`config.mk`:
```
export PLATFORM = sky130hd
export DESIGN_NAME = timestamped_input_debouncer
export DESIGN_NICKNAME = d
export VERILOG_FILES = /design/src/rtl/tid_pkg.sv /design/src/rtl/timestamped_input_debouncer.sv /design/src/rtl/tid_csr.sv /design/src/rtl/tid_eval.sv
export SDC_FILE = /design/constraint.sdc
export NUM_CORES = 1
export LEC_CHECK = 0
export ABC_AREA = 1
export ABC_CLOCK_PERIOD_IN_PS = 23600
export BUFFER_PORTS_ARGS = -buffer_cell sky130_fd_sc_hd__buf_2
export CORE_ASPECT_RATIO = 0.75
export CORE_MARGIN = 3
export CORE_UTILIZATION = 60
export DETAILED_ROUTE_END_ITERATION = 12
export GPL_TIMING_DRIVEN = 0
export PLACE_DENSITY = 0.86
export SYNTH_ARGS = -nofsm -noshare
export SYNTH_HDL_FRONTEND = slang
export SYNTH_HIERARCHICAL = 1
export SYNTH_SLANG_ARGS = --single-unit
```
`constraint.sdc`:
```
create_clock -name clock -period 23.6 [get_ports clock]
set_clock_uncertainty 0.15 [all_clocks]
set_input_delay 4.72 -clock clock [delete_from_list [all_inputs] [get_ports clock]]
set_output_delay 4.72 -clock clock [all_outputs]
set_load 0.02 [all_outputs]
```
`src/rtl/tid_pkg.sv`:
```
// tid_pkg: shared types, codes and constants for the timestamped input debouncer
// no dependencies

package tid_pkg;

   localparam int unsigned US_PER_MS         = 1000;
   localparam int unsigned NUM_CHANNELS_DEF  = 2;
   localparam int unsigned TIME_W            = 63;
   localparam int unsigned WINDOW_W          = 16;
   localparam int unsigned WIN_US_W          = 26;
   localparam int unsigned COUNT_W           = 32;
   localparam int unsigned ADDR_W            = 3;

   localparam logic [WINDOW_W-1:0] WINDOW_RESET = 16'd50;

   localparam logic FUNC_INIT = 1'b0;
   localparam logic FUNC_POLL = 1'b1;

   localparam logic [1:0] STATUS_OK        = 2'd0;
   localparam logic [1:0] STATUS_NOT_INIT  = 2'd1;
   localparam logic [1:0] STATUS_BAD_CHAN  = 2'd2;

   localparam logic REG_WINDOW   = 1'b0;
   localparam logic REG_POLARITY = 1'b1;

   typedef struct packed {
      logic              func;
      logic              raw_level;
      logic [TIME_W-1:0] now_us;
      logic [1:0]        channel;
   } item_type;

   typedef struct packed {
      logic [WIN_US_W-1:0] win_us;
      logic                invert;
   } cfg_type;

   typedef struct packed {
      logic [1:0]         status;
      logic [1:0]         channel_echo;
      logic [TIME_W-1:0]  sample_time_us;
      logic [COUNT_W-1:0] value;
   } result_type;

endpackage

```
`src/rtl/timestamped_input_debouncer.sv`:
```
// timestamped_input_debouncer: top level, input register, result register, csr and eval
// depends on tid_pkg, tid_csr, tid_eval
//
//   channel   direction   handshake              payload
//   req       in          req_tvalid/req_tready  req_tdata, req_tuser
//   rsp       out         rsp_tvalid/rsp_tready  rsp_tdata
//   csr       in          psel/penable/pready    paddr, pwdata, prdata
//
// one transaction per cycle sustained while rsp_tready keeps the result register free; each one
// is held in the input register and then moves to the result register, from which the result is
// presented. the rate is set by the state update in tid_eval.
// synchronous reset clears valids, debounce state and registers to their defaults.
// a stalled result holds; a new transaction is still taken while the input register is free.

module timestamped_input_debouncer #(
   parameter int NUM_CHANNELS = tid_pkg::NUM_CHANNELS_DEF
) (
   input  logic                        clock,
   input  logic                        reset,
   input  logic                        req_tvalid,
   output logic                        req_tready,
   input  logic [71:0]                 req_tdata,  // raw_level, now_us[62:0], channel[1:0], zeros
   input  logic [0:0]                  req_tuser,  // func
   output logic                        rsp_tvalid,
   input  logic                        rsp_tready,
   output logic [103:0]                rsp_tdata,  // status[1:0], channel_echo[1:0],
                                                   // sample_time_us[62:0], value[31:0], zeros
   input  logic                        psel,
   input  logic                        penable,
   input  logic                        pwrite,
   input  logic [tid_pkg::ADDR_W-1:0]  paddr,
   input  logic [31:0]                 pwdata,
   output logic [31:0]                 prdata,
   output logic                        pready
);

   logic                 in_valid_ff, in_valid_in;
   tid_pkg::item_type    item_ff;
   logic                 rsp_valid_ff, rsp_valid_in;
   tid_pkg::result_type  result_ff;
   tid_pkg::result_type  result;
   tid_pkg::cfg_type     cfg;
   logic                 out_free;
   logic                 advance;
   logic                 req_fire;

   tid_csr u_csr (
      .clock   (clock),
      .reset   (reset),
      .psel    (psel),
      .penable (penable),
      .pwrite  (pwrite),
      .paddr   (paddr),
      .pwdata  (pwdata),
      .prdata  (prdata),
      .pready  (pready),
      .cfg     (cfg)
   );

   tid_eval #(
      .NUM_CHANNELS (NUM_CHANNELS)
   ) u_eval (
      .clock  (clock),
      .reset  (reset),
      .fire   (advance),
      .item   (item_ff),
      .cfg    (cfg),
      .result (result)
   );

   assign out_free   = !rsp_valid_ff || rsp_tready;
   assign advance    = in_valid_ff && out_free;
   assign req_tready = !in_valid_ff || out_free;
   assign req_fire   = req_tvalid && req_tready;

   always_comb begin
      in_valid_in = in_valid_ff;
      if (req_fire) begin
         in_valid_in = 1'b1;
      end else if (advance) begin
         in_valid_in = 1'b0;
      end
      rsp_valid_in = rsp_valid_ff;
      if (advance) begin
         rsp_valid_in = 1'b1;
      end else if (rsp_tready) begin
         rsp_valid_in = 1'b0;
      end
   end

   always_ff @(posedge clock) begin
      if (reset) begin
         in_valid_ff  <= 1'b0;
         rsp_valid_ff <= 1'b0;
      end else begin
         in_valid_ff  <= in_valid_in;
         rsp_valid_ff <= rsp_valid_in;
      end
   end

   always_ff @(posedge clock) begin
      if (req_fire) begin
         item_ff.func      <= req_tuser[0];
         item_ff.raw_level <= req_tdata[0];
         item_ff.now_us    <= req_tdata[63:1];
         item_ff.channel   <= req_tdata[65:64];
      end
      if (advance) begin
         result_ff <= result;
      end
   end

   assign rsp_tvalid = rsp_valid_ff;
   assign rsp_tdata  = {5'd0, result_ff.value, result_ff.sample_time_us,
                        result_ff.channel_echo, result_ff.status};

endmodule

```
`src/rtl/tid_csr.sv`:
```
// tid_csr: register block behind the configuration port
// depends on tid_pkg

module tid_csr (
   input  logic                        clock,
   input  logic                        reset,
   input  logic                        psel,
   input  logic                        penable,
   input  logic                        pwrite,
   input  logic [tid_pkg::ADDR_W-1:0]  paddr,
   input  logic [31:0]                 pwdata,
   output logic [31:0]                 prdata,
   output logic                        pready,
   output tid_pkg::cfg_type            cfg
);

   logic [tid_pkg::WINDOW_W-1:0] window_ff, window_in;
   logic [tid_pkg::WIN_US_W-1:0] win_us_ff, win_us_in;
   logic                         invert_ff, invert_in;
   logic                         wr_en;
   logic                         reg_idx;

   assign pready  = 1'b1;
   assign reg_idx = paddr[2];
   assign wr_en   = psel && penable && pwrite && pready;

   always_comb begin
      window_in = window_ff;
      win_us_in = win_us_ff;
      invert_in = invert_ff;
      if (wr_en) begin
         unique case (reg_idx)
            tid_pkg::REG_WINDOW: begin
               window_in = pwdata[tid_pkg::WINDOW_W-1:0];
               win_us_in = tid_pkg::WIN_US_W'(pwdata[tid_pkg::WINDOW_W-1:0])
                         * tid_pkg::WIN_US_W'(tid_pkg::US_PER_MS);
            end
            tid_pkg::REG_POLARITY: begin
               invert_in = pwdata[0];
            end
            default: begin
               invert_in = invert_ff;
            end
         endcase
      end
   end

   always_ff @(posedge clock) begin
      if (reset) begin
         window_ff <= tid_pkg::WINDOW_RESET;
         win_us_ff <= tid_pkg::WIN_US_W'(tid_pkg::WINDOW_RESET)
                    * tid_pkg::WIN_US_W'(tid_pkg::US_PER_MS);
         invert_ff <= 1'b0;
      end else begin
         window_ff <= window_in;
         win_us_ff <= win_us_in;
         invert_ff <= invert_in;
      end
   end

   always_comb begin
      unique case (reg_idx)
         tid_pkg::REG_WINDOW:   prdata = {16'd0, window_ff};
         tid_pkg::REG_POLARITY: prdata = {31'd0, invert_ff};
         default:               prdata = 32'd0;
      endcase
   end

   assign cfg.win_us = win_us_ff;
   assign cfg.invert = invert_ff;

endmodule

```
`src/rtl/tid_eval.sv`:
```
// tid_eval: debounce state and the single-pass evaluation of one transaction
// depends on tid_pkg

module tid_eval #(
   parameter int NUM_CHANNELS = tid_pkg::NUM_CHANNELS_DEF
) (
   input  logic                 clock,
   input  logic                 reset,
   input  logic                 fire,
   input  tid_pkg::item_type    item,
   input  tid_pkg::cfg_type     cfg,
   output tid_pkg::result_type  result
);

   localparam logic [2:0] CH_LIMIT = 3'(NUM_CHANNELS);

   logic                         started_ff, started_in;
   logic                         stable_ff, stable_in;
   logic                         cand_ff, cand_in;
   logic [tid_pkg::TIME_W-1:0]   since_ff, since_in;
   logic [tid_pkg::TIME_W-1:0]   last_ff, last_in;
   logic [tid_pkg::COUNT_W-1:0]  count_ff, count_in;

   logic                         level;
   logic                         bad_chan;
   logic [tid_pkg::TIME_W-1:0]   eff_since;
   logic [tid_pkg::TIME_W:0]     diff;
   logic                         accept;

   assign level     = item.raw_level ^ cfg.invert;
   assign bad_chan  = {1'b0, item.channel} >= CH_LIMIT;
   assign eff_since = (level != cand_ff) ? item.now_us : since_ff;
   assign diff      = {1'b0, item.now_us} - {1'b0, eff_since};
   assign accept    = !diff[tid_pkg::TIME_W]
                   && (diff[tid_pkg::TIME_W-1:0] >= tid_pkg::TIME_W'(cfg.win_us));

   always_comb begin
      started_in = started_ff;
      stable_in  = stable_ff;
      cand_in    = cand_ff;
      since_in   = since_ff;
      last_in    = last_ff;
      count_in   = count_ff;
      result.status         = tid_pkg::STATUS_OK;
      result.channel_echo   = item.channel;
      result.sample_time_us = '0;
      result.value          = '0;
      if (item.func == tid_pkg::FUNC_INIT) begin
         started_in = 1'b1;
         stable_in  = level;
         cand_in    = level;
         since_in   = item.now_us;
         last_in    = item.now_us;
         count_in   = '0;
         result.sample_time_us = item.now_us;
         result.value          = tid_pkg::COUNT_W'(level);
      end else if (!started_ff) begin
         result.status = tid_pkg::STATUS_NOT_INIT;
      end else if (bad_chan) begin
         result.status = tid_pkg::STATUS_BAD_CHAN;
      end else begin
         if (last_ff != item.now_us) begin
            last_in = item.now_us;
            if (level == stable_ff) begin
               cand_in  = stable_ff;
               since_in = item.now_us;
            end else begin
               cand_in  = level;
               since_in = eff_since;
               if (accept) begin
                  stable_in = level;
                  if (count_ff != '1) begin
                     count_in = count_ff + 1'b1;
                  end
               end
            end
         end
         // the reported time equals now whether or not a sample was taken
         result.sample_time_us = item.now_us;
         result.value = (item.channel == 2'd0) ? tid_pkg::COUNT_W'(stable_in) : count_in;
      end
   end

   always_ff @(posedge clock) begin
      if (reset) begin
         started_ff <= 1'b0;
         stable_ff  <= 1'b0;
         cand_ff    <= 1'b0;
         since_ff   <= '0;
         last_ff    <= '0;
         count_ff   <= '0;
      end else if (fire) begin
         started_ff <= started_in;
         stable_ff  <= stable_in;
         cand_ff    <= cand_in;
         since_ff   <= since_in;
         last_ff    <= last_in;
         count_ff   <= count_in;
      end
   end

endmodule

```
Yosys cells after proc, flatten, opt, wreduce, memory -nomap -nowiden
Cells that the tools add are included.
- register bits: 369
- latch bits: 0
- memory bits (writable): 0
- memory bits (read-only): 0
- input port bits: 115
- output and inout port bits: 139
- logic and storage cells: 96
- memories: 0
- $add $sub $neg: 2
- multipliers: 1
- divide/modulo/power cells: 0
- $lt $le $gt $ge: 2
- equality and inequality tests: 7
- shift-type cells: 0
- mux-type cells: 39
- bitwise gates (word level): 4
- reductions and logical operators: 20
- operator list (operator ; number):
    $mux W63 ; 10
    $mux W95 ; 3
    $mux W32 ; 8
    $pmux W32 S2 ; 1
    $sub A63 B63 Y64 ; 1
    $ge A63 B26 Y1 ; 1
    $ne A63 B63 Y1 ; 1
    $add A32 B1 Y32 const B ; 1
    $ne A32 B32 Y1 const B ; 1
    $mul A16 B7 Y23 const B ; 1
    $mux W1 ; 16
    $reduce_and A2 Y1 ; 4
    $logic_and A1 B1 Y1 ; 5
    $ne A2 B1 Y1 const B ; 2
    $reduce_and A4 Y1 ; 1
    $reduce_bool A2 Y1 ; 2
    $reduce_or A4 Y1 ; 1
    $logic_not A1 Y1 ; 3
    $not A1 Y1 ; 3
    $reduce_and A3 Y1 ; 1
    $ge A2 B2 Y1 const B ; 1
    $logic_not A2 Y1 ; 1
    $logic_or A1 B1 Y1 ; 2
    $mux W2 ; 1
    4 further kinds ; 4

Logic depth before layout (Yosys ltp)
- depth after elaboration: 13
- depth in mapped cells: 43
- mapped depth without buffers: 41

Cells and area by module
The synthesis kept the hierarchy.
- modules (own cells, without submodules) (module ; instances ; cells each ; area an instance (um^2) ; seq. area each (um^2)):
    tid_eval ; 1 ; 2566 ; 15224.6 ; 3223.1
    timestamped_input_debouncer ; 1 ; 184 ; 5117.4 ; 5024.8
    tid_csr ; 1 ; 614 ; 4614.4 ; 760.7

Worst setup path after synthesis
Ideal clock, no wire load.
- path type: input to register
- from: in rsp_tready
- to: reg u_eval/since_ff[17] in the netlist's numbering
- arrival time: 11.379 ns
- setup slack: 11.934 ns
- stages on the path: 10
- path buffers: 3
- cell sequence: inv_1 > a21oi_1 > inv_1 > nor2_1 > nand2_1 > inv_1 > clkbuf_1 > clkbuf_1 > clkbuf_1 > a31oi_1
- longest elaborated chain between the ends: 3
- RTL lines (what ; RTL line ; text):
    start, declared ; timestamped_input_debouncer.sv:25 ; input logic rsp_tready,
    $logic_or A1 B1 Y1 ; timestamped_input_debouncer.sv:71 ; assign out_free = !rsp_valid_ff || rsp_tready;
    $logic_and A1 B1 Y1 ; timestamped_input_debouncer.sv:72 ; assign advance = in_valid_ff && out_free;
    net advance ; timestamped_input_debouncer.sv:44 ; logic advance;
    $reduce_and A4 Y1 (no source line) ; n/a ;
    end signal, assigned ; tid_eval.sv:96 ; since_ff <= since_in;
    end, declared ; tid_eval.sv:20 ; logic [tid_pkg::TIME_W-1:0] since_ff, since_in;
The timed path passes the listed nets, and every way through them passes these cells.
A chain may end at the register's enable or synchronous reset.

Final worst setup path
- from: in paddr[2] in the netlist's numbering
- to: out prdata[7]
- longest elaborated chain between the ends: 2
- RTL lines (what ; RTL line ; text):
    start, declared ; timestamped_input_debouncer.sv:31 ; input logic [tid_pkg::ADDR_W-1:0] paddr,
    $not A1 Y1 (no source line) ; n/a ;
    $pmux W32 S2 * ; tid_csr.sv:62 ; unique case (reg_idx)
    end, declared ; timestamped_input_debouncer.sv:33 ; output logic [31:0] prdata,
Every way passes the cells marked *; elsewhere a longest branch is shown, timed or not. The select of a mux whose other input is x is not followed.

==> flow_summary.yaml <==
setup_path:
  worst-path-buf-inv: 3
  cp.arrival_ns: 5.65
  cp-end-kind: "output pin"
  worstPathCellList: "buf_2 > buf_1 > nor2_1 > buf_2"
  worstSetupPathType: "in -> out"
  required_ns: 18.73
  crit_path_top_delay_cell: "buf_1"
  path_delay_family: "buffers and inverters"
  start_kind: "input port"
  path_max_fanout: 10
  cp_slowest_stage_delay_ns: 0.39
  crit_top_cell: "buf_2"
timing:
  worst_slack_ns: 13.08
  hold_slack_ns: 0.319
  fin_crit_sh_pct: 44.6
  drv_slew: 0
  hold_viol: 0
  worst_slew_pin_slew_ns: 1.37
  rsz0062_at_grt: "false"
  relSlewSlack_pct: 6.06
  max_freq_ghz: 0.0950
  setup_tns_ns: 0
  finalSetupViolCount: 0
  period_needed_ns: 10.52
clock_tree:
  cts_made_buffers: 37
  cts_setup_buffers: 0
  cts_sinks: 367
  h-tree-depth: 2
  cts_tree: "yes"
  post_cts_hold_buffer_count: 0
  clock_latency_ns: 0.56
  clk_pin_slew_ns: 0.06
  cts_root_buf: "clkbuf_16"
  cts_buffer_depth: 3
  post_cts_resized: 0
drt:
  drc: 0
  firstDrtPassIters: 7
  viasPerCell: 5.75
  wl_um: 76500
  vias: 24306
  post_drt_wl_per_cell_um: 18.1
  drt_iter0_markers: 3423
  ant_nets: 0
global_routing:
  antenna_found_initial: 2
  grt_max_degree: 68
  grtUsageTotal_pct: 33.9
  grt_pass1_vias: 22118
  grt_overflow_total: 0
  grt_pass1_wl_um: 118000
finish:
  multi_input_area_um2: 13500
  syn2layout_area_growth_pct: 12.6
  n_fill_cell: 3343
  design_area_um2: 28100
  layout-drive-gt1-share_pct: 11.0
  seq_area_um2: 9010
  final_nets: 3944
power:
  max-vdd-ir-drop_v: 0.0000716
  power_uw: 2210
  leakage_uw: 0.0124
  p_per_area_nw_per_um2: 78.5
run_status:
  status: "complete, no violations"
floorplanning:
  die-area_um2: 44100
  start_util_pct: 61.0
  die_h_um: 183
  die_x_um: 241
  core-area_um2: 40900
  ios: 254
  rows: 64
yosys:
  synthCells: 3364
  synth_edf_count: 166
  synth-seq-area-share_pct: 36.1
  yosysUniqueCellTypes: 59
  yosys_warnings: 6
  synth_ff_type: "dfxtp_1"
  synth_seq_cells: 367
  async_flop_share_pct: 0
  syn_avg_cell_area_um2: 7.42
  netlist_area_um2: 25000
placed_design:
  io_buffers: 206
  dp_hpwl_um: 60000
  pre_cts_slack_ns: 13.15
  placed_area_um2: 26900
  gp_congestion: 1.07
min_path:
  hold_class: "reg -> reg"
run:
  drv_cap: 0
## worst register-to-register path: cells and delay by family (launching register included)
family          cells  cell delay (ns)
compound gates      4             0.78
xor+xnor            1             0.19
fa+ha+maj           2             0.66
buf+inv             7             1.95
flops               1             0.35
simple gates       21             3.36
## cells in the final DEF (no fill, tap or decap), types with 54 or more instances in the layout
cell / instances
o21ai_0: 270
clkbuf_1: 92
xnor2_1: 59
inv_1: 486
nor2_1: 407
fa_1: 54
a21oi_1: 349
buf_2: 218
nand2_1: 621
edfxtp_1: 166
nand3_1: 128
dfxtp_1: 201
ha_1: 140
## area by class of cell
type / count / share of cell area (%)
antenna: 2 / 0.0178
inverter: 495 / 6.62
sequential: 367 / 32.0
multi-input combinational: 2388 / 48.0
clock inverter: 22 / 0.766
clock buffer: 46 / 3.60
buffer: 136 / 2.43
timing repair buffer: 210 / 4.01
tap: 561 / 2.50
## state kept, by name, summed over array words and instances, names as in the netlist
| signal | flops |
|---|---|
| item_ff | 67 |
| u_eval/started_ff | 1 |
| rsp_tdata | 99 |
| u_eval/stable_ff | 1 |
| u_eval/last_ff | 63 |
| u_csr/win_us_ff | 21 |
| u_csr/invert_ff | 1 |
| in_valid_ff | 1 |
| rsp_tvalid | 1 |
| u_eval/since_ff | 63 |
| u_eval/count_ff | 32 |
| u_eval/cand_ff | 1 |
| u_csr/window_ff | 16 |
## cell families (layout without fill, tap and decap cells)
logic type      Yosys count  in the layout  synth area share (%)
compound gates          711            711                  15.0
xor+xnor                 99             99                  3.47
fa+ha+maj               194            194                  11.4
buf+inv                 631            909                  10.2
flops                   367            367                  36.1
other cells               3             27                0.0451
simple gates           1359           1359                  23.8
## per-layer routing
metal  up-vias  part of all wire [%]  track usage (%)
li1      11533                     -                -
met1     11123                    42             49.4
met2      1459                    42             50.1
met3       191                    13             7.77
met4         0                   3.1             10.6
met5         -                     0                0
## path summary, 6_finish.rpt
| path | from | endpoint | depth (start not counted) | slack, ns |
|---|---|---|---|---|
| hold / removal | u_csr/win_us_ff[6]$_SDFFE_PP1P_ | u_csr/win_us_ff[6]$_SDFFE_PP1P_ | 2 | 0.32 |
| setup reg to reg | u_csr/invert_ff$_SDFFE_PP0P_ | rsp_tdata[85]$_DFFE_PP_ | 35 | 15.93 |
| setup / recovery | paddr[2] | prdata[7] | 4 | 13.08 |
| hold reg to reg | u_csr/win_us_ff[6]$_SDFFE_PP1P_ | u_csr/win_us_ff[6]$_SDFFE_PP1P_ | 2 | 0.32 |
## through the flow
| stage | utilization [%] | std cells |
|---|---|---|
| detailed placement | 65.7 | 4157 |
| CTS | 68.7 | 4225 |
| global placement | 65.4 | 4153 |
| global route | 68.7 | 4226 |
| floorplan | - | 3386 |
| finish | 68.7 | 4227 |
## synthesized netlist by cell type, types with 7 or more instances
| cell | n | share of area (%) |
|---|---|---|
| nor2_1 | 407 | 6.1 |
| ha_1 | 140 | 7.0 |
| edfxtp_1 | 166 | 20 |
| inv_1 | 487 | 7.3 |
| nand2_2 | 12 | 0.30 |
| nor3_1 | 49 | 0.98 |
| dfxtp_1 | 201 | 16 |
| nand3_2 | 11 | 0.44 |
| a21oi_1 | 350 | 7.0 |
| nand3b_1 | 17 | 0.51 |
| or2_2 | 8 | 0.20 |
| o21ai_1 | 10 | 0.20 |
| o21bai_1 | 13 | 0.39 |
| nor2_2 | 18 | 0.45 |
| nand3_1 | 128 | 2.6 |
| buf_2 | 12 | 0.24 |
| nand4_1 | 45 | 1.1 |
| a211oi_1 | 8 | 0.24 |
| nor4_1 | 15 | 0.38 |
| clkbuf_1 | 87 | 1.3 |
| fa_1 | 54 | 4.3 |
| a31oi_1 | 25 | 0.63 |
| nand2_1 | 621 | 9.3 |
| xor2_1 | 40 | 1.4 |
| inv_2 | 7 | 0.11 |
| a21o_1 | 8 | 0.24 |
| o21ai_0 | 270 | 5.4 |
| o211ai_1 | 7 | 0.21 |
| xnor2_1 | 59 | 2.1 |
| buf_4 | 31 | 0.93 |
## power breakdown
| group | internal (uW) | switching [uW] |
|---|---|---|
| clock | 341 | 266 |
| combinational | 295 | 586 |
| sequential | 697 | 21.3 |
Note: power is estimated with default switching activity, not from simulation.
